===== src/rtl/lruttl_pkg.sv =====
// Shared codes, command and status types for the LRU cache with time-to-live.
package lruttl_pkg;

   localparam logic [1:0] MODE_GET   = 2'd0;
   localparam logic [1:0] MODE_PUT   = 2'd1;
   localparam logic [1:0] MODE_CLEAR = 2'd2;

   localparam logic [2:0] ST_HIT      = 3'd0;
   localparam logic [2:0] ST_MISS     = 3'd1;
   localparam logic [2:0] ST_EXPIRED  = 3'd2;
   localparam logic [2:0] ST_UPDATED  = 3'd3;
   localparam logic [2:0] ST_INSERTED = 3'd4;
   localparam logic [2:0] ST_CLEARED  = 3'd5;

   localparam logic CSR_CAPACITY = 1'b0;
   localparam logic CSR_TTL      = 1'b1;

   typedef enum logic [1:0] {
      SW_MRU,
      SW_DROP,
      SW_INS
   } sweep_kind_type;

   typedef struct packed {
      logic           load;
      logic           start_look;
      logic           start_sweep;
      sweep_kind_type kind;
      logic           finish;
   } dp_cmd_type;

   typedef struct packed {
      logic       busy;
      logic       hit;
      logic       expired;
      logic       rsp_free;
      logic [1:0] mode;
   } dp_stat_type;

endpackage


===== src/rtl/lruttl_ctrl.sv =====
// Controller state machine sequencing lookup and update sweeps.
module lruttl_ctrl import lruttl_pkg::*; (
   input  logic        clock,
   input  logic        reset,
   input  logic        req_valid,
   input  logic [1:0]  req_mode,
   output logic        req_ready,
   input  dp_stat_type stat,
   output dp_cmd_type  cmd
);

   typedef enum logic [4:0] {
      S_IDLE   = 5'b00001,
      S_LOOK   = 5'b00010,
      S_DECIDE = 5'b00100,
      S_SWEEP  = 5'b01000,
      S_FIN    = 5'b10000
   } state_type;

   state_type state_ff, state_in;

   assign req_ready = (state_ff == S_IDLE);

   always_comb begin
      state_in = state_ff;
      cmd      = '0;
      unique case (state_ff)
         S_IDLE: begin
            if (req_valid) begin
               cmd.load = 1'b1;
               if (req_mode == MODE_GET || req_mode == MODE_PUT) begin
                  cmd.start_look = 1'b1;
                  state_in       = S_LOOK;
               end else begin
                  state_in = S_FIN;
               end
            end
         end
         S_LOOK: begin
            if (!stat.busy) state_in = S_DECIDE;
         end
         S_DECIDE: begin
            state_in        = S_SWEEP;
            cmd.start_sweep = 1'b1;
            priority if (stat.mode == MODE_GET && !stat.hit) begin
               cmd.start_sweep = 1'b0;
               state_in        = S_FIN;
            end else if (stat.mode == MODE_GET && stat.expired) begin
               cmd.kind = SW_DROP;
            end else if (stat.hit) begin
               cmd.kind = SW_MRU;
            end else begin
               cmd.kind = SW_INS;
            end
         end
         S_SWEEP: begin
            if (!stat.busy) state_in = S_FIN;
         end
         S_FIN: begin
            if (stat.rsp_free) begin
               cmd.finish = 1'b1;
               state_in   = S_IDLE;
            end
         end
         default: state_in = S_IDLE;
      endcase
   end

   always_ff @(posedge clock) begin
      if (reset) state_ff <= S_IDLE;
      else       state_ff <= state_in;
   end

endmodule


===== config.mk =====
export PLATFORM = sky130hd
export DESIGN_NAME = lruttl_ctrl
export DESIGN_NICKNAME = d
export VERILOG_FILES = /design/src/rtl/lruttl_pkg.sv /design/src/rtl/lruttl_ctrl.sv
export SDC_FILE = /design/constraint.sdc
export NUM_CORES = 1
export LEC_CHECK = 0
export BUFFER_PORTS_ARGS = -buffer_cell sky130_fd_sc_hd__buf_4
export CAP_MARGIN = 20
export CORE_AREA = 8 8 45 47
export CTS_CLUSTER_SIZE = 16
export DETAILED_ROUTE_END_ITERATION = 10
export DIE_AREA = 0 0 53 55
export SLEW_MARGIN = 20
export SYNTH_ARGS = -nofsm -noshare
export SYNTH_HDL_FRONTEND = slang
export SYNTH_SLANG_ARGS = --single-unit

===== constraint.sdc =====
create_clock -name clock -period 3.7 [get_ports clock]
set_input_delay 0.185 -clock clock [delete_from_list [all_inputs] [get_ports clock]]
set_output_delay 0.185 -clock clock [all_outputs]
set_load 0.02 [all_outputs]

==> results.txt, run 1 <==
The run finished with clean final reports. The critical setup path kind is reg -> out. The number of top-level design ports is 18. The CTS clock-pin slew for the worst setup and hold paths is 50 ps. The path category of the worst min-delay check is in -> reg. The number of standard cells in the layout, taps in and fillers out is 84.

The standard-cell row count is 14. Max-cap violations in this run came to 0. The power per cell area came out at just over 400 mW/mm2. In this run the remaining antenna-violating nets after routing total 0. The kind of launch point of the worst setup path is a flop. The sequential cell area fraction in the yosys report is 0.252. The iteration-0 DRC count of the detailed router came out at 5. Before antenna repair, the detailed router went through 4 iterations.

The post-detailed-route wirelength per cell came out at 12.0 um. The fraction of the core area covered by cells at the end of the flow came out at 0.391. The largest registers in the layout are state_ff: 5 flops. The layout cell share with drive strength beyond 1 is 0.309. After clock tree synthesis, the repair step resized 0 gates. The core box area is around 0.0014 mm2. The total placed cells including tap cells came out at 80. The worst-case vdd ir drop came out at ~95 uV. The post-route clock skew is about 6.7 ps. The maximum clock insertion buffer count came out at 2. More flip-flops sit in one register than any other, and that register is state_ff. The average instance area after synthesis is 7.78 um2. The die footprint came out at a little under 0.003 mm2. At the end of routability-driven placement, the weighted congestion stood at 0.730. The number of antenna violations at the first check in global routing is 0. The register with the most flip-flops in the layout has 5 of them. The peak per-stage delay on the critical path is ~420 ps. The count of buffering cells on the critical path with inverters included came out at 2. The unique cell type count in the Yosys netlist is 28. The antenna diode count is 0. The reported leakage power came out at around 0.24 nW. After the last flow step, the layout net total stands at 80.

Leaving out fill and tap cells, the most frequent cells in the layout are 16 x sky130_fd_sc_hd__buf_4, 7 x sky130_fd_sc_hd__nor2_1, 5 x sky130_fd_sc_hd__dfxtp_1. The hold buffer count at cts is 0. The largest net degree at the start of global routing came out at 11. The number of buffers added on ports came out at 16. In the global route stage, overall resource usage came out at 0.0809.

Headroom to the max-slew limit came out at 0.766. The slowest stage of the critical path is the sky130_fd_sc_hd__or3_1 cell. The accumulated negative setup slack came out at 0 ps.

The endpoint class of the critical path is an output pin. Setup repair after global routing left no endpoint under its margin. The initial cell density of the core is 0.287. The die height is 55 um. The total of flip-flops plus latches after synthesis is 5. The width of the die is 53 um. Along the worst path, the maximum fanout reaches 9. The number of nets in the synthesized netlist is between 60 and 70. The total congestion overflow after global routing came out at 0. The source-to-sink clock delay at the later pin of the worst-skew pair came out at between 200 and 300 ps.

The gate count of the mapped netlist came out at 51. The total number of clock tree sinks is 5. The share of the cycle needed by the critical path after routing came out at 0.468. After detailed routing, the total wire length is around 1000 um. For this run, the number of Yosys warnings is 0.

The data required time at the worst endpoint came out at roughly 3500 ps. The number of pins with negative max-slew slack in the final report came out at 0. The number of vias in the routed layout came out at between 400 and 500. The layout-stage area growth over the synthesis result came out at 36.3%.

Timing would allow up to between 500 and 600 MHz. The post-CTS setup buffer count came out at 0. The number of remaining DRC errors is 0. In this run the clock root is driven by a sky130_fd_sc_hd__clkbuf_4. The slew of the pin with the lowest slew margin is between 300 and 400 ps. The wire length of the first global-routing pass is about 1800 um. On the critical path the largest part of the delay comes from simple AND/OR/NAND/NOR gates.

The number of buffers inserted during clock tree synthesis is 3. The via count of the first global-routing pass came out at 420. The final critical path time including I/O delays and setup is around 1700 ps. The via density per instance came out at ~5. The most common cell after layout, fill and taps aside is sky130_fd_sc_hd__buf_4. The signal on the critical path passes through or3_1 > nor2_1 > nand3b_1 > inv_1 > buf_4. For the worst setup path, the data arrival time is 1550 ps. The number of levels the H-tree was split into came out at 1.

Once detailed placement completed, the half-perimeter wirelength came to around 800 um. TritonCTS built the clock tree. Setup violations remaining at the end of the flow were counted as 0. The mapped netlist covers ~400 um2. The total count of hold-check failures in the final report is 0.
[final cells by class]
class | count | area (um2)
fillers | 130 | 843
inverters | 2 | 7.51
flip-flops and latches | 5 | 100
clock buffers | 4 | 26.3
multi-input cells | 41 | 267
repair buffers | 16 | 120
well taps | 16 | 20.0
[worst reg2reg max path, cell delays in order (launching register included)]
cell and delay (ps):
sky130_fd_sc_hd__dfxtp_1 390, sky130_fd_sc_hd__or4_4 610, sky130_fd_sc_hd__o22ai_4 240, sky130_fd_sc_hd__nor4_1 100
sky130_fd_sc_hd__a21o_1 160
[stage by stage]
stage	power, mW	hold WS, ps	setup slack, ps	instance area, um2
after global routing	0.237	132	1850	541
after global placement	0.155	396	2090	514
final	0.218	134	1970	541
after detailed placement	0.156	397	2090	514
after floorplan	0.127	254	2050	397
after CTS	0.222	129	1950	541
[synth_stat cells, drive strengths merged]
cell type	instances	area [um2]
a211oi	1	7.51
a21o	2	15.0
a21oi	3	15.0
and2	1	6.26
and3	1	6.26
and4b	1	10.0
buf	2	18.8
clkbuf	1	3.75
dfxtp	5	100
inv	2	7.51
nand2	1	3.75
nand2b	2	12.5
nand3	2	10.0
nand3b	2	15.0
nand4	1	6.26
nor2	7	26.3
nor3	4	20.0
nor4	2	12.5
nor4b	2	17.5
o21ai	2	10.0
o22ai	1	20.0
or2b	1	7.51
or3	1	6.26
or4	1	11.3
or4b	1	10.0
xnor2	1	8.76
xor2	1	8.76
[kinds of logic (layout without fill, tap and decap cells)]
group | Yosys count | in the layout | share of synthesized area
buffers and inverters | 5 | 22 | 0.0757
AOI/OAI and AO/OA | 9 | 9 | 0.170
DFF | 5 | 5 | 0.252
xor gates and xnor gates | 2 | 2 | 0.0442
and+or+nand+nor | 30 | 30 | 0.457
[power by group]
part / internal, mW / switching, mW
clock network: 0.0408 / 0.0235
registers: 0.0596 / 0.0121
logic: 0.0394 / 0.0423
total: 0.140 / 0.0779
[worst paths after layout]
check	start	endpoint	slack, ps	cells after the start
max reg2reg	state_ff[3]$_SDFFE_PP0P_	state_ff[4]$_SDFFE_PP0P_	2100	4
min reg2reg	state_ff[1]$_SDFFE_PP0P_	state_ff[2]$_SDFFE_PP0P_	600	2
max	state_ff[1]$_SDFFE_PP0P_	cmd[4]	1970	5
min	reset	state_ff[1]$_SDFFE_PP0P_	130	2
[per-layer routing]
metal,global-route usage,wire (um)
met1,0.0822,403
met2,0.133,528
met3,0.0214,52
met4,0.0776,23
met5,0,0
(Power assumes the default switching activity.)
==> run 2: changes to the inputs <==
==> constraint.sdc (replaced) <==
create_clock -name clock -period 1.6 [get_ports clock]
set_input_delay 0.08 -clock clock [delete_from_list [all_inputs] [get_ports clock]]
set_output_delay 0.08 -clock clock [all_outputs]
set_load 0.02 [all_outputs]
==> run 2 against run 1 <==
  * Via count rose by 1.9%
  * Cell count up 8.3%
  * Critical path depth stayed put
  * First-iteration DRC count decreased by 20%
  * Register-to-register slack worse by 2000 ps
  * Count of clock-buffer cells in the layout is the same
  * Clock power is 120% higher
  * Largest cell class unchanged
  * Highest routed layer is now met3
==> results.txt, run 2 (synthesis results as in run 1) <==
In the layout the commonest cells are 23 x sky130_fd_sc_hd__buf_4, 5 x sky130_fd_sc_hd__nor2_1, 5 x sky130_fd_sc_hd__dfxtp_1. The total setup violations reported at the end of the flow is 0. The layout-stage area growth over the synthesis result is 53.6%.

Wires add up to approximately 1100 um. The share of total power in sequential cells came out at 0.291. The worst-case vdd ir drop came out at 212 uV. The critical path is of the reg -> out type. The post-place setup slack is ~84 ps. The placer congestion estimate is 0.768. Summed over all cells, the static leakage comes to around 0.28 nW. The first global-routing pass estimated 1810 um of wire. The finished cells cover roughly 600 um2. The die footprint came out at 0.00292 mm2. At the later pin of the worst-skew pair, clock insertion delay measures about 240 ps. The number of antenna violations at the first check in global routing came out at 0.

The net count of the finished layout is between 80 and 90. The share of the cycle needed by the critical path after routing came out at 0.953. The worst slew slack as a fraction of its limit is 0.794. The most common cell after layout, fill and taps aside is sky130_fd_sc_hd__buf_4.

The launch instance of the worst min-delay path is reset. The power per cell area is a little under 900 mW/mm2. In this run the cell area measured after placement is approximately 560 um2.

The number of top-level design ports is 18. 0 antenna diodes ended up in the layout. The via density per instance is around 4.8. After layout, the minimum clock period comes to between 1500 and 2000 ps. The largest single stage delay on the critical path is 410 ps. The number of levels the H-tree was split into is 1.

The die height is between 50 and 60 um. The standard-cell row count is 14. For this run, the detailed router's first-pass iteration total came to 3.

The arrival time at the worst endpoint is approximately 1400 ps. The final antenna-violating net count is 0. The via count of the first global-routing pass came out at 435. The core box area came out at 0.00138 mm2. The endpoint class of the critical path is an output pin. In the final layout, the multi-input gates occupy around 280 um2. In the routed design, unresolved DRC markers number 0. The filler cells instantiated in the layout total 140. Traced cell by cell, the critical path runs through or3_1 > nor2_2 > nand3b_1 > inv_1 > buf_4. The most critical setup path has its startpoint at state_ff[1]$_SDFFE_PP0P_. The register with the most flip-flops in the layout has 5 of them.

For this design the total switching power over the nets is between 150 and 200 uW. The number of pins with negative max-slew slack in the final report is 0. The number of buffers added on ports is 16. The minimum setup slack in the final design came out at 75.4 ps. Measured along the x axis, the die boundary spans approximately 53 um.

The slew of the pin with the lowest slew margin came out at 307 ps. Clock-pin slew was measured on the worst setup and hold paths at around 50 ps. The number of buffers inserted during clock tree synthesis is 3.

The largest net degree at the start of global routing is 10. Of all nets on the critical path, the largest fanout is 6. TritonCTS built the clock tree. Among all stages on the critical path, the largest delay is contributed by sky130_fd_sc_hd__or3_1.

Of the cells placed in the final design, the portion with a size suffix greater than 1 is 0.413. The total of max-cap violations came out at 0. The detailed router placed between 400 and 500 vias in this run. Setup repair after global routing could not meet its margin everywhere.

The overall global routing resource usage is 0.0793. The iteration-0 DRC count of the detailed router came out at 4. Clock tree synthesis selected as its root buffer the cell sky130_fd_sc_hd__clkbuf_4. The data required time at the worst endpoint came out at 1520 ps. The largest register by flop count is state_ff.

The kind of launch point of the worst setup path is a flop. The HPWL after detailed placement is ~900 um. The worst register-to-register path begins at state_ff[0]$_SDFFE_PP1P_. The largest registers in the layout are state_ff: 5 flops. The clock passes through at most 2 buffers.

The flow ran to the end, and the final reports show no timing, DRC or antenna violations. The part of the power in the clock network is 0.267. The clock drives 5 sinks. Of the total power, the share spent switching nets is 0.351. The total count of hold-check failures in the final report is 0.

The combinational group share of total power is 0.442. In this run, post-CTS hold repair placed 0 buffers. The post-detailed-route wirelength per cell came out at ~12 um. The initial cell density of the core came out at 0.287. Summing all flip-flop and latch instances after layout gives about 100 um2. Cell internal power was estimated by the tool at 347 uW. The total congestion overflow after global routing is 0. The min-delay analysis places its worst path in the category in -> reg. The upper clock frequency limit came out at around 660 MHz. Clock skew on the completed layout was measured at 3.64 ps.
run 2: cell count changes in the layout (fill, tap and decap cells not counted), sizes merged:
| cell | previous run | this run |
|---|---|---|
| buf | 16 | 23 |
run 2: layout make-up:
type | instances | area share
flip-flops and latches | 5 | 0.164
multi-input cells | 41 | 0.464
inverters | 2 | 0.0123
well taps | 16 | 0.0329
repair buffers | 23 | 0.283
clock buffers | 4 | 0.0431
run 2: stage by stage:
step,power (mW),instances,setup TNS [ps],hold WS [ps],util
after CTS,0.527,90,0,37.6,0.423
after detailed placement,0.379,86,0,293,0.404
after global placement,0.375,86,0,289,0.404
after floorplan,0.293,51,0,149,-
final,0.535,91,0,43.6,0.440
after global routing,0.578,91,-48.0,53.9,0.440
run 2: final timing paths:
check | end | slack (ps) | cells after the start
max | cmd[4] | 80 | 5
min | state_ff[1]$_SDFFE_PP0P_ | 40 | 2
max reg2reg | state_ff[4]$_SDFFE_PP0P_ | 100 | 4
min reg2reg | state_ff[2]$_SDFFE_PP0P_ | 540 | 2
run 2: timing repair:
action	CTS	global route
gates resized for setup	0	4
buffers inserted	0	1
setup endpoints to repair	0	5
run 2: critical path, delay by kind of cell (launching register included):
| family | cells | cell delay, ps |
|---|---|---|
| flops | 1 | 360 |
| simple gates | 3 | 650 |
| buf+inv | 2 | 200 |
run 2: power by group through the flow:
stage,sequential (mW),combinational (mW),clock [mW]
2_1_floorplan,0.154,0.139,0
3_3_place_gp,0.157,0.218,0
3_5_place_dp,0.157,0.221,0
4_1_cts,0.156,0.222,0.150
5_1_grt,0.158,0.265,0.155
6_report,0.156,0.237,0.143
run 2: layer usage:
metal,track usage,wire [um],vias up
met5,0,0,-
met4,0.0388,0,0
met3,0.0134,42,0
met2,0.145,601,5
met1,0.0868,411,197
li1,-,-,235
==> run 3: changes to the inputs <==
--- a/config.mk
+++ b/config.mk
@@ -5,6 +5,7 @@
 export SDC_FILE = /design/constraint.sdc
 export NUM_CORES = 1
 export LEC_CHECK = 0
+export ABC_AREA = 1
 export BUFFER_PORTS_ARGS = -buffer_cell sky130_fd_sc_hd__buf_4
 export CAP_MARGIN = 20
 export CORE_AREA = 8 8 45 47
==> run 3 against run 2 <==
  * Area after synthesis down 6.9%
  * First-iteration DRC count grew to 3.5 times the previous value
  * Power fell by 19%
  * Wire length shrank 15%
  * Critical path type unchanged
==> results.txt, run 3 <==
The hold buffer count at cts is 0. The number of optimization iterations in the first detailed-route pass came out at 4. The area of the multi-input gates came out at ~240 um2. The via density per instance is between 4 and 5.

The total non-filler cell area in the finished layout is ~560 um2. The layout-stage area growth over the synthesis result came out at 50.8%. The final critical path time including I/O delays and setup is around 1500 ps. The number of vias in the routed layout came out at about 420.

The kind of launch point of the worst setup path is a flop. The wire length reported by the detailed router is approximately 900 um. The count of fill cells added during filler insertion is 160. The maximum fanout count along the critical path is 4. Clock-pin slew was measured on the worst setup and hold paths at around 40 ps. The via count of the first global-routing pass came out at between 300 and 400.

The min-delay analysis places its worst path in the category in -> reg. The overall global routing resource usage is 0.0673. The arrival time at the worst endpoint is 1410 ps. Of all cell types, the one taking the most synthesized area is sky130_fd_sc_hd__dfxtp_1. Of the available clock period, the critical path in the final layout requires 0.933. The die footprint came out at 0.00292 mm2.

The sum of net half-perimeters after detailed placement is about 730 um. The average instance area after synthesis came out at 6.59 um2. The tree is rooted in a sky130_fd_sc_hd__clkbuf_4. For this configuration, the core starts out at a cell density of 0.267. The largest registers in the layout are state_ff: 5 flops. The number of clock buffers added by TritonCTS is 3. In this run, synthesis produced a sequential element count of 5. The sequential cell area fraction in the yosys report is 0.271. The synthesized area came out at 369 um2. For this run, the number of Yosys warnings is 0. Routability-driven placement finished with a final weighted congestion of roughly 0.83. The minimum setup slack in the final design came out at 107 ps.

The post-placement cell area is 509 um2. The peak per-stage delay on the critical path is ~330 ps. The data required time at the worst endpoint came out at approximately 1500 ps. The cell with the most instances after synthesis is sky130_fd_sc_hd__nand2_1. The endpoint class of the critical path is an output pin.

The wire length of the first global-routing pass came out at roughly 1400 um. Timing analysis after detailed placement gives a worst setup slack of about 310 ps. Among all stages on the critical path, the largest delay is contributed by sky130_fd_sc_hd__dfxtp_2. Leaving out fill and tap cells, the most frequent cell in the layout is sky130_fd_sc_hd__buf_4. The number of remaining DRC errors is 0. By count the netlist is led by 8 x sky130_fd_sc_hd__nand2_1, 7 x sky130_fd_sc_hd__nor2_1, 6 x sky130_fd_sc_hd__inv_1. The iteration-0 DRC count of the detailed router came out at 14.

IR analysis of the VDD net gives a maximum drop of between 200 and 300 uV. The number of nets handed over by synthesis was 67. For this run, the post-layout net count is 90. Setup repair after global routing could not meet its margin everywhere.

The worst setup path is of the reg -> out kind. Of all flip-flops after synthesis, the portion carrying an async set or reset was 0. The post-detailed-route wirelength per cell came out at between 9 and 10 um.

For the final database, setup skew stands at roughly 1.1 ps. After floorplanning, the core was sized to cover 0.00138 mm2. The clock net in this run drives a total of 5 sinks. The area share of the leading cell type in the synthesized netlist came out at 0.271. The maximum clock insertion buffer count is 2. The reported leakage power came out at 0.271 nW. The most common flop cell mapped by yosys is sky130_fd_sc_hd__dfxtp_1. The total count of hold-check failures in the final report came to 0.

In the final layout, the share of cells above drive strength 1 is 0.462. The final antenna-violating net count came out at 0. By area the synthesized netlist is led by sky130_fd_sc_hd__dfxtp_1 27%, sky130_fd_sc_hd__nand4_1 8.5%, sky130_fd_sc_hd__nand2_1 8.1%, sky130_fd_sc_hd__nor2_1 7.1%, sky130_fd_sc_hd__nand3_1 6.8%. The number of flops mapped to enable cells by yosys is 0.

The flip-flop and latch area is 101 um2. Measured against its own limit, the worst slew margin works out to 0.813. The number of antenna violations at the first check in global routing came out at 0.

The number of flip-flops under the largest register name came out at 5. The number of pins with negative max-slew slack in the final report is 0. The fraction of the core area covered by cells at the end of the flow is 0.402. TritonCTS built the clock tree. For this design the ratio of total power to cell area is roughly 780 mW/mm2. The upper clock frequency limit came out at ~670 MHz. The die is 53 um wide.

The run finished with clean final reports. The clock reaches the later pin of the worst-skew pair after roughly 240 ps. The number of instances on the worst hold path is 2.

In this run the number of H-tree levels came out at 1. The total of max-cap violations came out at 0. Walking the worst path, the cells encountered are nor2_4 > nand2_2 > nor2_4 > inv_2 > nor2_4 > inv_2 > nor3b_2 > buf_4.

The floorplan has 14 rows. The number of buffers added on ports is 16. The antenna diode count is 0. The total congestion overflow after global routing came out at 0.

The gate count of the mapped netlist is 56. The total setup violations reported at the end of the flow is 0. The largest net degree at the start of global routing is 9. Counting flops per register, the top entry is state_ff. Leaving out fill and tap cells, the most frequent cells in the layout are 18 x sky130_fd_sc_hd__buf_4, 8 x sky130_fd_sc_hd__nand2_1, 7 x sky130_fd_sc_hd__nor2_1. The cell with the most instances on the worst path is sky130_fd_sc_hd__nor2_4. The slew of the pin with the lowest slew margin came out at approximately 280 ps. The number of top-level design ports came out at 18. The die height came out at between 50 and 60 um.

The path depth of the worst reg2reg path came out at 7. The unique cell type count in the Yosys netlist came out at 15.
==> run 3: cell families after synthesis <==
family,after synthesis,synth area share
compound gates,3,0.0407
flops,5,0.271
buf+inv,10,0.102
simple gates,38,0.586
==> run 3: report_power, final <==
part | internal, mW | leakage (nW) | switching [mW]
sequential | 0.135 | 0.0413 | 0.00978
combinational | 0.0655 | 0.215 | 0.0820
clock | 0.0940 | 0.0150 | 0.0473
total | 0.294 | 0.271 | 0.139
==> run 3: final cells by class <==
cell class	count	share of cell area
multi-input combinational	41	0.425
clock buffer	4	0.0472
timing repair buffer	18	0.243
sequential	5	0.182
tap	16	0.0360
inverter	10	0.0674
==> run 3: path summary, 6_finish.rpt <==
kind	start	to	slack [ps]
hold reg to reg	state_ff[4]$_SDFFE_PP0P_	state_ff[4]$_SDFFE_PP0P_	560
setup / recovery	state_ff[1]$_SDFFE_PP0P_	cmd[1]	110
setup reg to reg	state_ff[0]$_SDFFE_PP1P_	state_ff[4]$_SDFFE_PP0P_	420
hold / removal	reset	state_ff[1]$_SDFFE_PP0P_	30
==> run 3: critical path: cells and delay by family, from the launching register on <==
family / cells / cell delay (ps)
buffers and inverters: 3 / 260
flip-flops: 1 / 330
AND/OR/NAND/NOR: 5 / 570
==> run 3: timing repair <==
action | CTS | global route
gates resized for setup | 0 | 2
buffers inserted | 0 | 2
setup endpoints to repair | 0 | 1
==> run 3: metrics by stage <==
stage                     hold WS (ps)  total power, mW  setup TNS (ps)  cells
after floorplan                    149            0.237               0     56
after global placement             284            0.289               0     88
after detailed placement           286            0.289               0     88
after CTS                         29.3            0.436               0     92
after global routing              32.9            0.469           -15.4     94
final                             32.9            0.433               0     94
==> run 3: metal layers <==
metal,share of wire,global-route usage,wire [um],vias up
li1,-,-,-,223
met1,0.49,0.0732,438,172
met2,0.46,0.0977,410,18
met3,0.038,0.0187,34,2
met4,0.013,0.0776,12,0
met5,0,0,0,-
